==> config.mk <==
export PLATFORM = sky130hd
export DESIGN_NAME = bfe_ctrl
export DESIGN_NICKNAME = d
export VERILOG_FILES = /design/src/rtl/core/bfe_pkg.sv /design/src/rtl/core/bfe_ctrl.sv
export SDC_FILE = /design/constraint.sdc
export NUM_CORES = 1
export LEC_CHECK = 0
export ABC_AREA = 0
export ABC_CLOCK_PERIOD_IN_PS = 3000
export BUFFER_PORTS_ARGS = -buffer_cell sky130_fd_sc_hd__buf_2
export CORE_MARGIN = 10
export CORE_UTILIZATION = 35
export DETAILED_ROUTE_END_ITERATION = 7
export GPL_TIMING_DRIVEN = 1
export PLACE_DENSITY = 0.63
export SETUP_SLACK_MARGIN = 0.4
export SLEW_MARGIN = 5
export SYNTH_ARGS = -nofsm -noshare
export SYNTH_HDL_FRONTEND = slang
export SYNTH_SLANG_ARGS = --single-unit
==> constraint.sdc <==
create_clock -name aclk -period 3 [get_ports aclk]
set_input_delay 0.45 -clock aclk [delete_from_list [all_inputs] [get_ports aclk]]
set_output_delay 0.45 -clock aclk [all_outputs]
set_load 0.05 [all_outputs]
==> src/rtl/core/bfe_pkg.sv <==
// ============================================================================
// bfe_pkg: shared types and constants of the binary frame extractor
// Request and result payload structs, framing byte values, status codes and
// the command and status bundles between the controller and the datapath.
// ============================================================================
`default_nettype none

package bfe_pkg;

    // Default size of the receive byte buffer.
    localparam int BFE_BUFFER_DEPTH = 4096;

    // Framing characters.
    localparam logic [7:0] SYNC_CHAR = 8'h24;
    localparam logic [7:0] CHAR_B    = 8'h42;
    localparam logic [7:0] CHAR_I    = 8'h49;
    localparam logic [7:0] CHAR_N    = 8'h4E;
    localparam logic [7:0] CHAR_CR   = 8'h0D;
    localparam logic [7:0] CHAR_LF   = 8'h0A;

    // Frame geometry in bytes.
    localparam int HEADER_BYTES    = 8;
    localparam int EPILOGUE_OFFSET = 10;
    localparam int FRAMING_BYTES   = 12;
    localparam int CHECKSUM_BYTES  = 2;
    localparam int RESYNC_SKIP     = 4;

    // Width of the remaining payload byte count (length plus checksum).
    localparam int DRAIN_W = 17;
    localparam int LEN_W   = 16;

    // Request types.
    localparam logic REQ_PUSH = 1'b0;
    localparam logic REQ_PULL = 1'b1;

    // Result status codes.
    localparam logic [1:0] ST_PUSHED = 2'd0;
    localparam logic [1:0] ST_FULL   = 2'd1;
    localparam logic [1:0] ST_GIVEN  = 2'd2;
    localparam logic [1:0] ST_NONE   = 2'd3;

    // Header byte positions after the sync character.
    localparam logic [2:0] HB_B     = 3'd1;
    localparam logic [2:0] HB_I     = 3'd2;
    localparam logic [2:0] HB_N     = 3'd3;
    localparam logic [2:0] HB_BLOCK = 3'd4;
    localparam logic [2:0] HB_ZERO  = 3'd5;
    localparam logic [2:0] HB_LEN_L = 3'd6;
    localparam logic [2:0] HB_LEN_H = 3'd7;

    typedef struct packed {
        logic       req_type;
        logic [7:0] rx_byte;
    } in_t;

    typedef struct packed {
        logic [1:0] status;
        logic [7:0] block_id;
        logic [7:0] payload_byte;
        logic       frame_last;
    } out_t;

    // Which logical index drives the buffer address.
    typedef enum logic [1:0] {
        A_POS  = 2'd0,
        A_EPI  = 2'd1,
        A_SCAN = 2'd2,
        A_FILL = 2'd3
    } addr_sel_t;

    // Controller to datapath commands.
    typedef struct packed {
        logic      accept;
        addr_sel_t addr_sel;
        logic      pos_inc;
        logic      pos_add4;
        logic      hdr_start;
        logic      k_inc;
        logic      epi_start;
        logic      hdr_chk;
        logic      epi_chk;
        logic      start_drain;
        logic      give;
        logic      discard_pos;
        logic      empty;
        logic      emit;
    } cmd_t;

    // Datapath to controller status.
    typedef struct packed {
        logic req_pull;
        logic drain_nz;
        logic pos_ge_fill;
        logic is_sync;
        logic hdr_short;
        logic k_is_last;
        logic k_is_zero;
        logic hdr_bad;
        logic frame_short;
        logic epi_bad;
        logic out_free;
    } sts_t;

endpackage

`default_nettype wire

==> src/rtl/core/bfe_ctrl.sv <==
// ============================================================================
// bfe_ctrl: request sequencer of the binary frame extractor
// Walks a pull through sync search, header check, length check, epilogue
// check and byte hand-out, and schedules the result of each request into the output stage.
// ============================================================================
`default_nettype none

module bfe_ctrl
    import bfe_pkg::*;
(
    input  wire logic aclk,
    input  wire logic aresetn,
    input  wire logic s_valid,
    output logic      s_ready,
    input  wire sts_t sts,
    output cmd_t      cmd
);

    typedef enum logic [10:0] {
        S_IDLE    = 11'b000_0000_0001,
        S_SCAN_RD = 11'b000_0000_0010,
        S_SCAN_CK = 11'b000_0000_0100,
        S_HDR_RD  = 11'b000_0000_1000,
        S_HDR_CK  = 11'b000_0001_0000,
        S_LEN_CK  = 11'b000_0010_0000,
        S_EPI_RD  = 11'b000_0100_0000,
        S_EPI_CK  = 11'b000_1000_0000,
        S_GIVE_RD = 11'b001_0000_0000,
        S_GIVE_CK = 11'b010_0000_0000,
        S_EMIT    = 11'b100_0000_0000
    } state_t;

    state_t state_reg, state_next;

    assign s_ready = (state_reg == S_IDLE);

    // Next state and command decode.
    always_comb begin
        state_next = state_reg;
        cmd        = '0;
        unique case (state_reg)
            S_IDLE: begin
                cmd.addr_sel = A_FILL;
                if (s_valid) begin
                    cmd.accept = 1'b1;
                    if (!sts.req_pull) begin
                        state_next = S_EMIT;
                    end else if (sts.drain_nz) begin
                        state_next = S_GIVE_RD;
                    end else begin
                        state_next = S_SCAN_RD;
                    end
                end
            end
            S_SCAN_RD: begin
                cmd.addr_sel = A_POS;
                if (sts.pos_ge_fill) begin
                    cmd.empty  = 1'b1;
                    state_next = S_EMIT;
                end else begin
                    state_next = S_SCAN_CK;
                end
            end
            S_SCAN_CK: begin
                if (!sts.is_sync) begin
                    cmd.pos_inc = 1'b1;
                    state_next  = S_SCAN_RD;
                end else if (sts.hdr_short) begin
                    cmd.discard_pos = 1'b1;
                    state_next      = S_EMIT;
                end else begin
                    cmd.hdr_start = 1'b1;
                    state_next    = S_HDR_RD;
                end
            end
            S_HDR_RD: begin
                cmd.addr_sel = A_POS;
                state_next   = S_HDR_CK;
            end
            S_HDR_CK: begin
                cmd.hdr_chk = 1'b1;
                if (sts.k_is_last) begin
                    state_next = S_LEN_CK;
                end else begin
                    cmd.k_inc  = 1'b1;
                    state_next = S_HDR_RD;
                end
            end
            S_LEN_CK: begin
                if (sts.hdr_bad) begin
                    cmd.pos_inc = 1'b1;
                    state_next  = S_SCAN_RD;
                end else if (sts.frame_short) begin
                    cmd.discard_pos = 1'b1;
                    state_next      = S_EMIT;
                end else begin
                    cmd.epi_start = 1'b1;
                    state_next    = S_EPI_RD;
                end
            end
            S_EPI_RD: begin
                cmd.addr_sel = A_EPI;
                state_next   = S_EPI_CK;
            end
            S_EPI_CK: begin
                cmd.epi_chk = 1'b1;
                if (sts.k_is_zero) begin
                    cmd.k_inc  = 1'b1;
                    state_next = S_EPI_RD;
                end else if (sts.epi_bad) begin
                    cmd.pos_add4 = 1'b1;
                    state_next   = S_SCAN_RD;
                end else begin
                    cmd.start_drain = 1'b1;
                    state_next      = S_GIVE_RD;
                end
            end
            S_GIVE_RD: begin
                cmd.addr_sel = A_SCAN;
                state_next   = S_GIVE_CK;
            end
            S_GIVE_CK: begin
                cmd.give   = 1'b1;
                state_next = S_EMIT;
            end
            S_EMIT: begin
                if (sts.out_free) begin
                    cmd.emit   = 1'b1;
                    state_next = S_IDLE;
                end
            end
            default: begin
                state_next = S_IDLE;
            end
        endcase
    end

    // State register.
    always_ff @(posedge aclk) begin
        if (!aresetn) begin
            state_reg <= S_IDLE;
        end else begin
            state_reg <= state_next;
        end
    end

endmodule

`default_nettype wire

# Word level (Yosys, flattened, before mapping)
# Index checks and enable logic that the tools add are counted.
# word_totals
output_inout_bits	16
elab_cells	60
reg_bits	11
inputBits	14
# op_classes
n_eq_ne	13
n_reduce_logical	1
muxes	45
# op_table
operator	count
$pmux W11 S11	1
$mux W11	9
$mux W1	27
$mux W9	2
$eq A11 B1 Y1 const B	1
$eq A11 B10 Y1 const B	1
$eq A11 B11 Y1 const B	1
$eq A11 B2 Y1 const B	1
$eq A11 B3 Y1 const B	1
$eq A11 B4 Y1 const B	1
$eq A11 B5 Y1 const B	1
$eq A11 B6 Y1 const B	1
$eq A11 B7 Y1 const B	1
$eq A11 B8 Y1 const B	1
$eq A11 B9 Y1 const B	1
$mux W6	1
$pmux W1 S2	3
$pmux W2 S3	1
$ne A2 B2 Y1 const B	2
$mux W2	1
$reduce_and A2 Y1	1

# Depth between registers and ports, before layout
# depth
word_depth	4
depth_mapped	8
mapped_depth_nobuf	7

# Least setup slack after synthesis
# No wires, ideal clock.
# synth_timing
kind	reg-to-output
start	register state_reg[6]
end	output port cmd[14] in the netlist's numbering
path_slack_ns	-0.034
arrival_ns	2.584
t_required_ns	2.550
n_path_buf	0
stages_incl_launch_ff	5
cell_sequence	dfxtp_1 -> nor3_4 -> nand3b_1 -> nor3_1 -> and2_1
# synth_rtl
item	line_no	text
start, declared	bfe_ctrl.sv:33	state_t state_reg, state_next;
start signal, assigned	bfe_ctrl.sv:143	state_reg <= state_next;
end, declared	bfe_ctrl.sv:16	output cmd_t cmd

==> impl_results.md <==
- RSZ-0062 raised after global routing: false
- Cell area after layout: 1010 sq um
- CP Max Fanout: 7
- Worst hold path type: in -> reg
- R2R setup slack: 1.16 ns
- Placed Area: 971 sq um
- Clock tree from TritonCTS: done
- Hold endpoint: state_reg[2]
- CTS clk-pin slew, worst paths: 0.07 ns
- PortBufs: 29
- CTS buffer count: 3
- Slew headroom: 0.708
- Avg Cell Area, Syn: 7.81 sq um
- CP Data Arrival Time: 2.02 ns
- Post-Route WL: 2280 um
- Setup Crit Path Kind: reg -> out
- Status: completed
- Max VDD drop: 0.000363 V
- Fmax: 0.405 GHz
- Worst-Skew Late Latency: 0.26 ns
- Vias in the first global route: 892
- Crit-path slowest cell: or4_1
- # setup viols final: 0
- Reg2reg start: state_reg[6]
- Most frequent cell after synthesis: nor2_1
- Wirelength per Cell: 14.2 um
- Starting Density: 0.367
- # Post-CTS Setup Buffers: 0
- Synthesized cell area: 812 sq um
- Clock root cell: clkbuf_4
- Crit start category: flop
- Hold Crit Depth: 2
- Worst R2R Path Depth: 6
- DR pass1 iterations: 4
- Slew @ Worst Pin: 0.434 ns
- Fin crit share: 0.822
- Max H-tree Level: 1
- Top_reg_cell synth: dfxtp_1
- Pre-CTS WS: 0.810 ns
- Yosys warning count: 0
- Gpl congestion: 0.778
- Yosys top cell area share: 0.271
- Max Cap Violations: 0
- Setup crit end kind: output pin
- GRT Util Overall: 0.105
- Share of cells above drive strength 1: 0.338
- Synth Register Bits: 11
- # placed instances: 157
- Synthesis-to-layout area growth: 24.3%
- Number of synthesized flops with an enable pin: 0
- DRT iter0 DRCs: 41
- Top delay family on crit path: simple AND/OR/NAND/NOR gates
- Via density: 5.48
- Leading area contributor after synthesis: dfxtp_1
- Clock skew: 0.000535 ns
- First-pass GRT wire length: 3880 um
- Core Rows: 17
- Gr ovfl total: 0
- Die Span X: 68.2 um
- Fill cells: 243
- CP cell instances: nor3_2 > nand2_1 > or4_1 > o22ai_2 > buf_2
- Pin count of the biggest net entering global routing: 11
- Final Hold Viols: 0
- Sequential area share after synthesis: 0.271
- List of most frequent post-synthesis cells: nor2_1, dfxtp_1, inv_1, nand2_1, nor3_1
- # nets final: 148
- I/O pins: 30
- Netlist cell types: 40
- R2R Path End: state_reg[8]
- Cells after synthesis: 104
- Leak Pwr: 0.483 nW
- Power Density: 585 nW/um^2
- Clk buf depth: 2
- Buffers plus inverters on the worst setup path: 1
- Hold path startpoint: sts[8]
- Final WS setup: 0.533 ns
- Setup_tns: 0 ns
- Die height: 68.2 um
- Synth Net Count: 118
- Async S/R FF share, synth: 0
- Final-report max-slew violation count: 0
- Top area cells in the synthesized netlist: dfxtp_1, nor2_1, nor3_1
- Vias: 883
- Critical Path Max Stage Delay: 0.54 ns
- Core area: 2210 sq um
- Worst EP required: 2.55 ns
- Antenna Cells: 0
- DPL Wire Length: 1870 um
- Num Clock Sinks: 11
- Final non-filler cell total: 161
- Max reg flops: 11
- Final min period: 2.47 ns
- Initial antenna violation count: 0
- DR DRC count: 0
- Die footprint: 4650 sq um
- Post-DRT Antenna Nets: 0
[per-stage QoR]
stage / util / hold WS (ns) / power (W)
after floorplan: - / 0.479 / 0.000437
after global placement: 0.439 / 0.524 / 0.000492
after detailed placement: 0.439 / 0.527 / 0.000493
after CTS: 0.451 / 0.379 / 0.000593
after global routing: 0.456 / 0.389 / 0.000630
final: 0.456 / 0.381 / 0.000591
[area by class of cell]
| cell class | instances | area [sq um] | share of cell area |
|---|---|---|---|
| multi-input cells | 81 | 548 | 0.543 |
| flip-flops and latches | 11 | 220 | 0.218 |
| repair buffers | 29 | 150 | 0.149 |
| well taps | 28 | 35.0 | 0.0347 |
| inverters | 8 | 30.0 | 0.0297 |
| clock buffers | 4 | 26.3 | 0.0260 |
[how the worst max path moves through the flow]
stage | end | startpoint | cells past startpoint | slack [ns]
2_1_floorplan | cmd[4] | state_reg[1] | 6 | 0.43
3_3_place_gp | cmd[2] | state_reg[10] | 5 | 0.86
3_5_place_dp | cmd[2] | state_reg[0] | 5 | 0.81
4_1_cts | cmd[2] | state_reg[1] | 5 | 0.51
5_1_grt | cmd[2] | state_reg[10] | 5 | 0.43
6_report | cmd[2] | state_reg[10] | 5 | 0.53
[routing by layer]
metal / up-vias / GRT usage / routed length [um]
met5: - / 0 / 0
li1: 439 / - / -
met2: 37 / 0.162 / 1010
met3: 2 / 0.0440 / 237
met1: 405 / 0.134 / 1030
met4: 0 / 0.0226 / 8
[what timing repair did]
action,in CTS,in global routing
hold buffers,0,0
endpoints found under the setup margin,0,4
resized for setup,0,4
[layout by cell type, fill, tap and decap left out, drive strengths merged, types with 2 or more instances in the layout]
cell    count
a31o        2
and3        3
and4        2
buf        27
clkbuf      6
dfxtp      11
inv         8
nand2       8
nand3       4
nand3b      3
nor2       15
nor2b       4
nor3       11
o21a        3
o21ai       2
o22ai       2
o311ai      2
or4         2
or4b        3
xnor2       2
[where the power goes]
part | switching [W] | internal (W)
registers | 0.0000250 | 0.000156
logic | 0.000210 | 0.0000983
clock network | 0.0000502 | 0.0000513
total | 0.000285 | 0.000306
[cell families after synthesis]
kind of cell,share of synthesized area
AOI/OAI and AO/OA,0.179
xor gates and xnor gates,0.0216
DFF,0.271
and+or+nand+nor,0.453
buffers and inverters,0.0755
Note: power is estimated with default switching activity, not from simulation.
