## src/rtl/core/bfe_pkg.sv

```systemverilog
// ============================================================================
// bfe_pkg: shared types and constants of the binary frame extractor
// Request and result payload structs, framing byte values, status codes and
// the command and status bundles between the controller and the datapath.
// ============================================================================
`default_nettype none

package bfe_pkg;

    // Default size of the receive byte buffer.
    localparam int BFE_BUFFER_DEPTH = 4096;

    // Framing characters.
    localparam logic [7:0] SYNC_CHAR = 8'h24;
    localparam logic [7:0] CHAR_B    = 8'h42;
    localparam logic [7:0] CHAR_I    = 8'h49;
    localparam logic [7:0] CHAR_N    = 8'h4E;
    localparam logic [7:0] CHAR_CR   = 8'h0D;
    localparam logic [7:0] CHAR_LF   = 8'h0A;

    // Frame geometry in bytes.
    localparam int HEADER_BYTES    = 8;
    localparam int EPILOGUE_OFFSET = 10;
    localparam int FRAMING_BYTES   = 12;
    localparam int CHECKSUM_BYTES  = 2;
    localparam int RESYNC_SKIP     = 4;

    // Width of the remaining payload byte count (length plus checksum).
    localparam int DRAIN_W = 17;
    localparam int LEN_W   = 16;

    // Request types.
    localparam logic REQ_PUSH = 1'b0;
    localparam logic REQ_PULL = 1'b1;

    // Result status codes.
    localparam logic [1:0] ST_PUSHED = 2'd0;
    localparam logic [1:0] ST_FULL   = 2'd1;
    localparam logic [1:0] ST_GIVEN  = 2'd2;
    localparam logic [1:0] ST_NONE   = 2'd3;

    // Header byte positions after the sync character.
    localparam logic [2:0] HB_B     = 3'd1;
    localparam logic [2:0] HB_I     = 3'd2;
    localparam logic [2:0] HB_N     = 3'd3;
    localparam logic [2:0] HB_BLOCK = 3'd4;
    localparam logic [2:0] HB_ZERO  = 3'd5;
    localparam logic [2:0] HB_LEN_L = 3'd6;
    localparam logic [2:0] HB_LEN_H = 3'd7;

    typedef struct packed {
        logic       req_type;
        logic [7:0] rx_byte;
    } in_t;

    typedef struct packed {
        logic [1:0] status;
        logic [7:0] block_id;
        logic [7:0] payload_byte;
        logic       frame_last;
    } out_t;

    // Which logical index drives the buffer address.
    typedef enum logic [1:0] {
        A_POS  = 2'd0,
        A_EPI  = 2'd1,
        A_SCAN = 2'd2,
        A_FILL = 2'd3
    } addr_sel_t;

    // Controller to datapath commands.
    typedef struct packed {
        logic      accept;
        addr_sel_t addr_sel;
        logic      pos_inc;
        logic      pos_add4;
        logic      hdr_start;
        logic      k_inc;
        logic      epi_start;
        logic      hdr_chk;
        logic      epi_chk;
        logic      start_drain;
        logic      give;
        logic      discard_pos;
        logic      empty;
        logic      emit;
    } cmd_t;

    // Datapath to controller status.
    typedef struct packed {
        logic req_pull;
        logic drain_nz;
        logic pos_ge_fill;
        logic is_sync;
        logic hdr_short;
        logic k_is_last;
        logic k_is_zero;
        logic hdr_bad;
        logic frame_short;
        logic epi_bad;
        logic out_free;
    } sts_t;

endpackage

`default_nettype wire

```

## src/rtl/core/bfe_dp.sv

```systemverilog
// ============================================================================
// bfe_dp: datapath of the binary frame extractor
// Circular buffer pointers, scan cursor, header and epilogue checks, drain
// counters, result register and output stage.
// ============================================================================
`default_nettype none

module bfe_dp
    import bfe_pkg::*;
#(
    parameter int BUFFER_DEPTH = BFE_BUFFER_DEPTH
) (
    input  wire logic                            aclk,
    input  wire logic                            aresetn,
    input  wire in_t                             s_data,
    output logic                                 m_valid,
    input  wire logic                            m_ready,
    output out_t                                 m_data,
    input  wire cmd_t                            cmd,
    output sts_t                                 sts,
    output logic                                 ram_we,
    output logic [$clog2(BUFFER_DEPTH)-1:0]      ram_addr,
    output logic [7:0]                           ram_wdata,
    input  wire logic [7:0]                      ram_rdata
);

    // Index width, count width (holds the depth itself) and a wide width
    // for comparing against the frame length.
    localparam int AW = $clog2(BUFFER_DEPTH);
    localparam int LW = $clog2(BUFFER_DEPTH + 1);
    localparam int EW = ((LW > DRAIN_W) ? LW : DRAIN_W) + 1;
    localparam logic [LW:0] DEPTH_X = (LW + 1)'(BUFFER_DEPTH);

    logic [LW-1:0]      fill_reg, fill_next;
    logic [AW-1:0]      head_reg, head_next;
    logic [LW-1:0]      scan_reg, scan_next;
    logic [LW-1:0]      pos_reg, pos_next;
    logic [DRAIN_W-1:0] drain_reg, drain_next;
    logic [7:0]         block_reg, block_next;
    logic [7:0]         cand_blk_reg, cand_blk_next;
    logic [LEN_W-1:0]   len_reg, len_next;
    logic [LW-1:0]      epi_base_reg, epi_base_next;
    logic [2:0]         k_reg, k_next;
    logic               hdr_bad_reg, hdr_bad_next;
    logic               epi_bad_reg, epi_bad_next;
    out_t               res_reg, res_next;
    logic               m_valid_reg, m_valid_next;
    out_t               m_data_reg, m_data_next;

    logic [LW-1:0] idx;
    logic [LW:0]   phys_sum;
    logic [LW-1:0] disc_n;
    logic [LW:0]   head_sum;
    logic [AW-1:0] head_wrap;
    logic [LW-1:0] avail;
    logic          buf_full;
    logic          epi_bad_now;
    logic          out_free;

    // Logical index to physical buffer address, wrapped around the depth.
    always_comb begin
        unique case (cmd.addr_sel)
            A_POS:   idx = pos_reg + LW'(k_reg);
            A_EPI:   idx = epi_base_reg + LW'(k_reg);
            A_SCAN:  idx = scan_reg;
            A_FILL:  idx = fill_reg;
            default: idx = fill_reg;
        endcase
        phys_sum = (LW + 1)'(head_reg) + (LW + 1)'(idx);
        if (phys_sum >= DEPTH_X) begin
            ram_addr = AW'(phys_sum - DEPTH_X);
        end else begin
            ram_addr = AW'(phys_sum);
        end
    end

    // Discarding bytes from the front advances the head pointer.
    always_comb begin
        if (cmd.give) begin
            disc_n = scan_reg + LW'(3);
        end else begin
            disc_n = pos_reg;
        end
        head_sum = (LW + 1)'(head_reg) + (LW + 1)'(disc_n);
        if (head_sum >= DEPTH_X) begin
            head_wrap = AW'(head_sum - DEPTH_X);
        end else begin
            head_wrap = AW'(head_sum);
        end
    end

    assign buf_full  = (fill_reg == LW'(BUFFER_DEPTH));
    assign avail     = fill_reg - pos_reg;
    assign out_free  = !m_valid_reg || m_ready;
    assign ram_wdata = s_data.rx_byte;
    assign ram_we    = cmd.accept && (s_data.req_type == REQ_PUSH) && !buf_full;

    // Epilogue check folds the current byte into the running flag.
    always_comb begin
        if (k_reg == 3'd0) begin
            epi_bad_now = epi_bad_reg | (ram_rdata != CHAR_CR);
        end else begin
            epi_bad_now = epi_bad_reg | (ram_rdata != CHAR_LF);
        end
    end

    // Status toward the controller.
    always_comb begin
        sts.req_pull    = (s_data.req_type == REQ_PULL);
        sts.drain_nz    = (drain_reg != '0);
        sts.pos_ge_fill = (pos_reg >= fill_reg);
        sts.is_sync     = (ram_rdata == SYNC_CHAR);
        sts.hdr_short   = (avail < LW'(HEADER_BYTES));
        sts.k_is_last   = (k_reg == HB_LEN_H);
        sts.k_is_zero   = (k_reg == 3'd0);
        sts.hdr_bad     = hdr_bad_reg;
        sts.frame_short = (EW'(avail) < (EW'(len_reg) + EW'(FRAMING_BYTES)));
        sts.epi_bad     = epi_bad_now;
        sts.out_free    = out_free;
    end

    // Next-state logic of the datapath registers.
    always_comb begin
        fill_next     = fill_reg;
        head_next     = head_reg;
        scan_next     = scan_reg;
        pos_next      = pos_reg;
        drain_next    = drain_reg;
        block_next    = block_reg;
        cand_blk_next = cand_blk_reg;
        len_next      = len_reg;
        epi_base_next = epi_base_reg;
        k_next        = k_reg;
        hdr_bad_next  = hdr_bad_reg;
        epi_bad_next  = epi_bad_reg;
        res_next      = res_reg;

        // Request accepted: a push stores the byte, a pull starts at the cursor.
        if (cmd.accept) begin
            res_next = '0;
            k_next   = 3'd0;
            if (s_data.req_type == REQ_PUSH) begin
                if (buf_full) begin
                    res_next.status = ST_FULL;
                end else begin
                    res_next.status = ST_PUSHED;
                    fill_next       = fill_reg + LW'(1);
                end
            end else begin
                res_next.status = ST_NONE;
                pos_next        = scan_reg;
            end
        end

        // Cursor moves during the search.
        if (cmd.pos_inc) begin
            pos_next = pos_reg + LW'(1);
            k_next   = 3'd0;
        end
        if (cmd.pos_add4) begin
            pos_next = pos_reg + LW'(RESYNC_SKIP);
            k_next   = 3'd0;
        end

        // Header walk over the bytes after the sync character.
        if (cmd.hdr_start) begin
            k_next       = HB_B;
            hdr_bad_next = 1'b0;
        end
        if (cmd.k_inc) begin
            k_next = k_reg + 3'd1;
        end
        if (cmd.hdr_chk) begin
            unique case (k_reg)
                HB_B:     hdr_bad_next = hdr_bad_reg | (ram_rdata != CHAR_B);
                HB_I:     hdr_bad_next = hdr_bad_reg | (ram_rdata != CHAR_I);
                HB_N:     hdr_bad_next = hdr_bad_reg | (ram_rdata != CHAR_N);
                HB_BLOCK: cand_blk_next = ram_rdata;
                HB_ZERO:  hdr_bad_next = hdr_bad_reg | (ram_rdata != 8'h00);
                HB_LEN_L: len_next[7:0] = ram_rdata;
                HB_LEN_H: len_next[15:8] = ram_rdata;
                default:  hdr_bad_next = hdr_bad_reg;
            endcase
        end

        // Epilogue walk over CR and LF.
        if (cmd.epi_start) begin
            k_next        = 3'd0;
            epi_bad_next  = 1'b0;
            epi_base_next = LW'(EW'(pos_reg) + EW'(len_reg) + EW'(EPILOGUE_OFFSET));
        end
        if (cmd.epi_chk) begin
            epi_bad_next = epi_bad_now;
        end

        // Frame validated: set up the drain.
        if (cmd.start_drain) begin
            block_next = cand_blk_reg;
            drain_next = DRAIN_W'(len_reg) + DRAIN_W'(CHECKSUM_BYTES);
            scan_next  = pos_reg + LW'(HEADER_BYTES);
        end

        // One payload byte handed out; the last one drops the whole frame.
        if (cmd.give) begin
            res_next.status       = ST_GIVEN;
            res_next.block_id     = block_reg;
            res_next.payload_byte = ram_rdata;
            res_next.frame_last   = (drain_reg == DRAIN_W'(1));
            drain_next            = drain_reg - DRAIN_W'(1);
            if (drain_reg == DRAIN_W'(1)) begin
                head_next = head_wrap;
                fill_next = fill_reg - disc_n;
                scan_next = '0;
            end else begin
                scan_next = scan_reg + LW'(1);
            end
        end

        // Bytes before an incomplete frame are dropped.
        if (cmd.discard_pos) begin
            head_next = head_wrap;
            fill_next = fill_reg - disc_n;
            scan_next = '0;
        end

        // No sync character left: empty the buffer.
        if (cmd.empty) begin
            fill_next = '0;
            scan_next = '0;
        end
    end

    // Output stage.
    always_comb begin
        m_valid_next = m_valid_reg;
        m_data_next  = m_data_reg;
        if (cmd.emit) begin
            m_valid_next = 1'b1;
            m_data_next  = res_reg;
        end else if (m_ready) begin
            m_valid_next = 1'b0;
        end
    end

    assign m_valid = m_valid_reg;
    assign m_data  = m_data_reg;

    // Control registers.
    always_ff @(posedge aclk) begin
        if (!aresetn) begin
            fill_reg    <= '0;
            head_reg    <= '0;
            scan_reg    <= '0;
            drain_reg   <= '0;
            block_reg   <= '0;
            m_valid_reg <= 1'b0;
        end else begin
            fill_reg    <= fill_next;
            head_reg    <= head_next;
            scan_reg    <= scan_next;
            drain_reg   <= drain_next;
            block_reg   <= block_next;
            m_valid_reg <= m_valid_next;
        end
    end

    // Working and payload registers.
    always_ff @(posedge aclk) begin
        pos_reg      <= pos_next;
        cand_blk_reg <= cand_blk_next;
        len_reg      <= len_next;
        epi_base_reg <= epi_base_next;
        k_reg        <= k_next;
        hdr_bad_reg  <= hdr_bad_next;
        epi_bad_reg  <= epi_bad_next;
        res_reg      <= res_next;
        m_data_reg   <= m_data_next;
    end

`ifndef SYNTHESIS
    // The buffer never holds more than its depth.
    a_fill_bound: assert property (@(posedge aclk) disable iff (!aresetn)
        fill_reg <= LW'(BUFFER_DEPTH))
        else $error("fill level exceeds buffer depth");

    // While a frame drains, its next byte lies inside the buffer.
    a_drain_in_buf: assert property (@(posedge aclk) disable iff (!aresetn)
        (drain_reg != '0) |-> (scan_reg < fill_reg))
        else $error("drain cursor outside buffered bytes");

    // A byte is handed out only while a frame is draining.
    a_give_drain: assert property (@(posedge aclk) disable iff (!aresetn)
        cmd.give |-> (drain_reg != '0))
        else $error("payload byte given with no frame draining");

    // A result is loaded only into a free output stage.
    a_emit_free: assert property (@(posedge aclk) disable iff (!aresetn)
        cmd.emit |-> (!m_valid_reg || m_ready))
        else $error("result overwrote a pending output");
`endif

endmodule

`default_nettype wire

```

## config.mk

```make
export PLATFORM = sky130hd
export DESIGN_NAME = bfe_dp
export DESIGN_NICKNAME = d
export VERILOG_FILES = /design/src/rtl/core/bfe_pkg.sv /design/src/rtl/core/bfe_dp.sv
export SDC_FILE = /design/constraint.sdc
export NUM_CORES = 1
export LEC_CHECK = 0
export BUFFER_PORTS_ARGS = -buffer_cell sky130_fd_sc_hd__buf_2
export CAP_MARGIN = 20
export CORE_UTILIZATION = 40
export DETAILED_ROUTE_END_ITERATION = 10
export GPL_TIMING_DRIVEN = 1
export MAX_ROUTING_LAYER = met4
export SYNTH_ARGS = -nofsm -noshare
export SYNTH_HDL_FRONTEND = slang
export SYNTH_SLANG_ARGS = --single-unit
export TNS_END_PERCENT = 1
```

## constraint.sdc

```tcl
create_clock -name aclk -period 6.2 [get_ports aclk]
set_input_delay 0.93 -clock aclk [delete_from_list [all_inputs] [get_ports aclk]]
set_output_delay 0.93 -clock aclk [all_outputs]
set_load 0.03 [all_outputs]
```

# == Word level (Yosys, flattened, before mapping) ==
# Index checks and enable logic that the tools add are counted.
# classes
eq_ne,19
n_reduce_logical,26
n_addsub,20
n_mux,39
order_cmp,5
n_bitwise,8
# ops
operator,n
$mux W13,14
$mux W17,4
$mux W12,5
$pmux W13 S4,1
$add A13 B1 Y13 const B,3
$add A12 B13 Y14,2
$ge A14 B13 Y1 const B,2
$add A13 B3 Y13,2
$add A13 B4 Y13 const B,2
$sub A13 B13 Y13,2
$ne A8 B7 Y1 const B,3
$sub A12 B1 Y12 const B,2
$add A16 B2 Y17 const B,1
$add A16 B4 Y17 const B,1
$eq A17 B1 Y1 const B,1
$lt A13 B17 Y1,1
$reduce_bool A17 Y1,1
$sub A17 B1 Y17 const B,1
$ne A8 B4 Y1 const B,2
$mux W3,5
$add A13 B13 Y13,1
$add A13 B2 Y13 const B,1
$add A13 B3 Y13 const B,1
$eq A13 B13 Y1 const B,1
27 further kinds,58
# totals
wordCells,139
output_inout_bits,52
in_bits,35
regBits,157

# == Logic depth before layout (Yosys ltp) ==
# Gate-level depths: netlist of the first run.
# logic_depth
word_depth,8
mapped_depth,20
ltp_nobuf,17

# == Worst setup path before layout of the first run ==
# OpenSTA, ideal clock, no wires.
# synth_path
kind,input-to-output
from,input port cmd[12] (netlist bit)
to,output port ram_addr[11]
t_arrival_ns,5.121
required_ns,5.270
path_slack_ns,0.149
n_path_buf,3
stages,20
path_cell_list,buf_6 > nand2b_2 > buf_6 > clkbuf_1 > mux2_2 > ha_1 > inv_1 > fa_1 > inv_1 > a21o_1 > nand2_1 > xnor2_1 > mux4_2 > ha_1 > o21a_1 > o31a_1 > or4b_2 > a31o_2 > a21oi_1 > xnor2_1
# synth_via
elab_chain_len,5
word_cells_on_any_way,9
cone_classes,2 x add/sub; 1 x order compare; 3 x eq/ne; 2 x mux; 1 x reduce/logical
# synth_lines
element,line_no,source
"start, declared",bfe_dp.sv:19,"input wire cmd_t cmd,"
"$eq A2 B2 Y1, or another cell as far along",bfe_dp.sv:62,unique case (cmd.addr_sel)
$pmux W13 S4 (*),bfe_dp.sv:62,
$add A12 B13 Y14 (*),bfe_dp.sv:69,phys_sum = (LW + 1)'(head_reg) + (LW + 1)'(idx);
$sub A12 B1 Y12 / $ge A14 B13 Y1 (equally long branches),"bfe_dp.sv:71, bfe_dp.sv:70",
$mux W12 (*),bfe_dp.sv:70,if (phys_sum >= DEPTH_X) begin
"end, declared",bfe_dp.sv:22,"output logic [$clog2(BUFFER_DEPTH)-1:0] ram_addr,"
# Every way passes the cells marked *; elsewhere a longest branch is shown, timed or not.

# == Worst setup path after layout of the first run ==
# layout_path
from,input port cmd[13] (netlist bit)
to,output port ram_addr[11]
# The elaborated chain is that of the path after synthesis.

==> results of run 1 <==
final cells by class:
cell class	count	area, um2
clock buffers	17	425.4
inverters	67	251.5
multi-input cells	1028	6959
fillers	2800	15330
flip-flops and latches	156	3994
repair buffers	84	455.4
clock inverters	15	201.4
well taps	378	473.0
synth_stat cells, drive strengths merged, types with 13 or more instances:
master and n:
nand2 107, xor2 33, nand2b 13, edfxtp 87, clkbuf 44, o21ai 74, mux2i 29, nand4 22
nand3 29, a21o 14, and2 22, a21oi 115, dfxtp 69, nor2b 13, xnor2 84, buf 24
a211oi 17, nor3 36, nor2 145, inv 66, ha 103, and3 17
routing by layer:
metal / track usage, % / wire length (um) / up-vias / share of wire [%]
li1: - / - / 4817 / -
met1: 34.05 / 15980 / 4742 / 46
met2: 37.30 / 15470 / 439 / 44
met3: 4.050 / 2746 / 57 / 7.9
met4: 7.580 / 769 / 0 / 2.2
met5: - / 0 / - / 0
report_power, final:
part	switching [mW]	internal, mW
logic	0.690	0.444
clock network	0.565	0.560
registers	0.113	1.20
total	1.37	2.20
logic make-up (layout without fill, tap and decap cells):
| logic type | Yosys count | in the layout | synth area share [%] |
|---|---|---|---|
| fa+ha+maj | 109 | 109 | 12.22 |
| xor+xnor | 117 | 117 | 8.892 |
| simple gates | 451 | 451 | 18.97 |
| compound gates | 312 | 312 | 16.58 |
| mux | 39 | 39 | 3.724 |
| buf+inv | 135 | 183 | 4.961 |
| flops | 156 | 156 | 34.65 |
critical path, cell delays in order:
cell      delay (ps)
buf_2            110
nand2b_2         220
mux2_2           240
ha_1             140
inv_1             50
fa_1             400
inv_1             70
a21o_1           160
nand2_1           80
xnor2_1          140
mux4_2           460
ha_1             350
o21a_1           180
o31a_1           130
or4b_2           630
a31o_2           250
a21oi_1          180
xnor2_1          130
buf_2            210
worst min-delay path by stage:
stage,from,end,slack [ps],depth (start not counted)
after global placement,res_reg[6],m_data[6],400,0
after detailed placement,res_reg[16],m_data[16],400,0
after floorplan,res_reg[0],m_data[0],400,0
after global routing,res_reg[10],m_data[10],430,0
final,res_reg[10],m_data[10],420,0
after CTS,res_reg[10],m_data[10],420,0
what timing repair did:
action	in CTS	in global routing
gates resized for setup	0	1
endpoints found under the setup margin	0	1
hold buffers	0	0
==> results.json, run 1 <==
{
  "path_clk_slew_ps": 70,
  "start_util_pct": 41.03,
  "syn_area_um2": 11520,
  "crit_start": "cmd[13]",
  "vias_per_cell": 5.762,
  "cts_buffers": 17,
  "power.density_nw_per_um2": 279.6,
  "dp_hpwl_mm": 25.92,
  "final_common_cell": "nor2_1",
  "worst_ir_drop_vdd_mv": 0.1772,
  "r2r-start": "scan_reg[0]",
  "synth.avg_cell_area_um2": 8.738,
  "dp.cells": 1713,
  "preCtsSetupSlack_ps": 247.8,
  "postLayoutCellArea_um2": 12760,
  "endpoint": "ram_addr[11]",
  "synth_top_cell_area_share_pct": 22.67,
  "final_cell_mix": "145 x nor2_1, 115 x a21oi_1, 107 x nand2_1",
  "ant_nets": 0,
  "placed_area_um2": 12130,
  "crit_type": "in2out",
  "ys.flop_type": "edfxtp_1",
  "hold_class": "reg2reg",
  "max_cap_viol_count": 0,
  "routed-via-count": 10060,
  "async_flop_share_pct": 0,
  "areaGrowthSynthToFinish_pct": 10.72,
  "setup_ws_ps": 209.6,
  "rrSetupSlack_ps": 2340,
  "fin_cells": 1745,
  "synth_area_leaders": "edfxtp_1 23%, dfxtp_1 12%, ha_1 11%, xnor2_1 6.4%, a21oi_1 5.0%",
  "netlist_instances": 1319,
  "core_um2": 28090,
  "cts_sinks": 156,
  "grt_max_degree": 70,
  "grt_setup_unrepaired": "false",
  "post-cts-setup-buffer-count": 0,
  "grt_pass1_wl_mm": 53.44,
  "critical_path.endpoint_type": "output port",
  "insertion_delay_ps": 450,
  "path_max_fanout": 4,
  "tightestPinTransition_ps": 918.5,
  "drt_first_iter_violations": 1020,
  "first_pass_iters": 5,
  "holdWs_ps": 421.9,
  "r2r_end": "head_reg[11]",
  "r2r_cells": 15,
  "drive_gt1_share_pct": 10.53,
  "die_area_um2": 29490,
  "antenna_cells": 0,
  "power_mw": 3.567,
  "synth_cell_type_count": 73,
  "die_h_um": 171.7,
  "yosysSeqAreaShare_pct": 34.65,
  "synth_top_area_cell": "edfxtp_1",
  "drv_slew": 0,
  "tns_ps": 0,
  "finalSetupViolCount": 0,
  "cts_max_level": 4,
  "outcome": "finished clean",
  "period_share_pct": 96.62,
  "synth_seq_cells": 156,
  "ys_warn_count": 0,
  "tritoncts": "built",
  "hold_viol": 0,
  "clockBufferDepth": 2,
  "fp.dieW_um": 171.7,
  "syn_nets": 1463,
  "period_minus_slack_ps": 5990,
  "io_pins": 87,
  "portBuffers": 70,
  "finalWeightedCongestion": 0.9537,
  "wl_mm": 34.97,
  "grt_pass1_vias": 9246,
  "critPathArrivalTime_ps": 5060,
  "cellLeakagePower_nw": 5.156,
  "rows": 61,
  "final_core_util_pct": 45.43,
  "drc": 0,
  "antenna_found_initial": 0,
  "grt_usage_pct": 24.81,
  "worst-endpoint-required_ps": 5270,
  "synth_edf_count": 87,
  "slew_headroom_pct": 38.54,
  "overflow": 0,
  "cts_root_buf": "clkbuf_16",
  "fmax_ghz": 0.1669,
  "skew_ps": 16.70,
  "nets": 1498,
  "wire_per_inst_um": 20.04,
  "cp-start-kind": "primary input"
}
No activity file was read; power rests on OpenSTA's default activity.
==> run 2: changes to the inputs <==
--- a/config.mk
+++ b/config.mk
@@ -9,3 +9,3 @@
 export CAP_MARGIN = 20
-export CORE_UTILIZATION = 40
+export CORE_UTILIZATION = 62
 export DETAILED_ROUTE_END_ITERATION = 10
@@ -13,2 +13,4 @@
 export MAX_ROUTING_LAYER = met4
+export PLACE_DENSITY = 0.82
+export SKIP_CTS_REPAIR_TIMING = 1
 export SYNTH_ARGS = -nofsm -noshare
==> constraint.sdc (replaced) <==
create_clock -name aclk -period 6.2 [get_ports aclk]
set_input_delay 0.31 -clock aclk [delete_from_list [all_inputs] [get_ports aclk]]
set_output_delay 0.31 -clock aclk [all_outputs]
set_load 0.03 [all_outputs]
==> results.json, run 2 (synthesized netlist as in run 1, its figures left out) <==
{
  "crit_type": "in2out",
  "cellLeakagePower_nw": 5.091,
  "wl_mm": 32.66,
  "path_max_fanout": 19,
  "tightestPinTransition_ps": 904.0,
  "r2r-start": "scan_reg[0]",
  "skew_ps": 11.10,
  "hold_viol": 0,
  "preCtsSetupSlack_ps": 939.0,
  "cts_sinks": 156,
  "cts_max_level": 4,
  "tritoncts": "built",
  "fp.dieW_um": 138.3,
  "final_core_util_pct": 68.98,
  "p_seq_share_pct": 37.9,
  "cts_buffers": 17,
  "grt_pass1_vias": 9675,
  "grt_pass1_wl_mm": 52.03,
  "antenna_found_initial": 1,
  "core_um2": 18090,
  "drc": 12,
  "clkPwrFrac_pct": 30.3,
  "hold_class": "in2reg",
  "outcome": "finished with violations",
  "start_util_pct": 63.72,
  "critical_path.endpoint_type": "output port",
  "drive_gt1_share_pct": 9.941,
  "comb_power_share_pct": 31.8,
  "finalSetupViolCount": 0,
  "drt_first_iter_violations": 1314,
  "fillCellCount": 1399,
  "power.density_nw_per_um2": 279.2,
  "insertion_delay_ps": 440,
  "die_area_um2": 19140,
  "multi_input_area_um2": 6959,
  "nets": 1489,
  "grt_usage_pct": 36.08,
  "overflow": 0,
  "cp-start-kind": "primary input",
  "power_mw": 3.484,
  "intPower_mw": 2.173,
  "placed_area_um2": 11880,
  "ff_latch_area_um2": 3994,
  "r2r_end": "head_reg[11]",
  "setup_ws_ps": 916.8,
  "rrSetupSlack_ps": 2370,
  "wire_per_inst_um": 20.57,
  "hold_start": "cmd[8]",
  "worst-endpoint-required_ps": 5890,
  "whs_endpoint": "k_reg[0]",
  "grt_max_degree": 41,
  "areaGrowthSynthToFinish_pct": 8.251,
  "worst_ir_drop_vdd_mv": 0.2185,
  "slew_headroom_pct": 39.73,
  "rows": 49,
  "final_common_cell": "nor2_1",
  "sw_frac_of_total_pct": 37.61,
  "clockBufferDepth": 2,
  "io_pins": 87,
  "portBuffers": 70,
  "postLayoutCellArea_um2": 12480,
  "dp.cells": 1555,
  "finalWeightedCongestion": 0.9799,
  "first_pass_iters": 10,
  "critPathArrivalTime_ps": 4970,
  "min_path_cells": 2,
  "path_clk_slew_ps": 70,
  "holdWs_ps": 115.3,
  "period_minus_slack_ps": 5283,
  "max_cap_viol_count": 0,
  "vias_per_cell": 6.486,
  "cts_root_buf": "clkbuf_16",
  "r2r_cells": 15,
  "tns_ps": 0,
  "routed-via-count": 10300,
  "die_h_um": 138.3,
  "drv_slew": 0,
  "dp_hpwl_mm": 23.94,
  "final_cell_mix": "145 x nor2_1, 115 x a21oi_1, 107 x nand2_1",
  "p_switching_mw": 1.310,
  "fin_cells": 1588,
  "fmax_ghz": 0.1893,
  "grt_setup_unrepaired": "false",
  "violations": "design-rule violations",
  "period_share_pct": 85.21,
  "ant_nets": 0
}
run 2: layout make-up:
cell class	instances	share of cell area (%)
multi-input combinational	1028	55.78
sequential	156	32.01
clock buffer	17	3.410
timing repair buffer	75	3.109
tap	229	2.297
inverter	67	2.016
clock inverter	15	1.354
antenna	1	0.02006
run 2: worst max-delay path by stage:
stage	start	to	slack, ps	cells after the start
after detailed placement	cmd[12]	ram_addr[11]	940	19
after global routing	cmd[12]	ram_addr[11]	590	19
after floorplan	cmd[12]	ram_addr[11]	1390	20
final	cmd[12]	ram_addr[11]	920	19
after CTS	cmd[12]	ram_addr[11]	930	19
after global placement	cmd[12]	ram_addr[11]	1060	19
run 2: critical path: stages:
cell and delay (ps):
buf_2 390, nand2b_2 320, mux2_2 310, ha_1 160, inv_1 60, fa_1 400
inv_1 70, a21o_1 140, nor3b_1 400, nand2_1 130, xnor2_1 150, o21ai_0 240
ha_1 290, a21oi_1 210, or4b_2 620, a31o_2 260, a21oi_1 170, xnor2_1 130
buf_2 210
run 2: power groups by stage:
stage	registers, mW	logic [mW]	clock network (mW)
after floorplan	1.29	0.849	0
after global placement	1.33	1.06	0
after detailed placement	1.34	1.08	0
after CTS	1.31	1.09	1.06
after global routing	1.33	1.22	1.09
final	1.32	1.11	1.06
run 2: metal layers:
layer	share of wire, %	GRT usage, %	routed length, um
met5	0	-	0
met3	11	8.382	3508
met1	42	48.70	13830
met2	43	51.56	14100
met4	3.7	15.73	1219
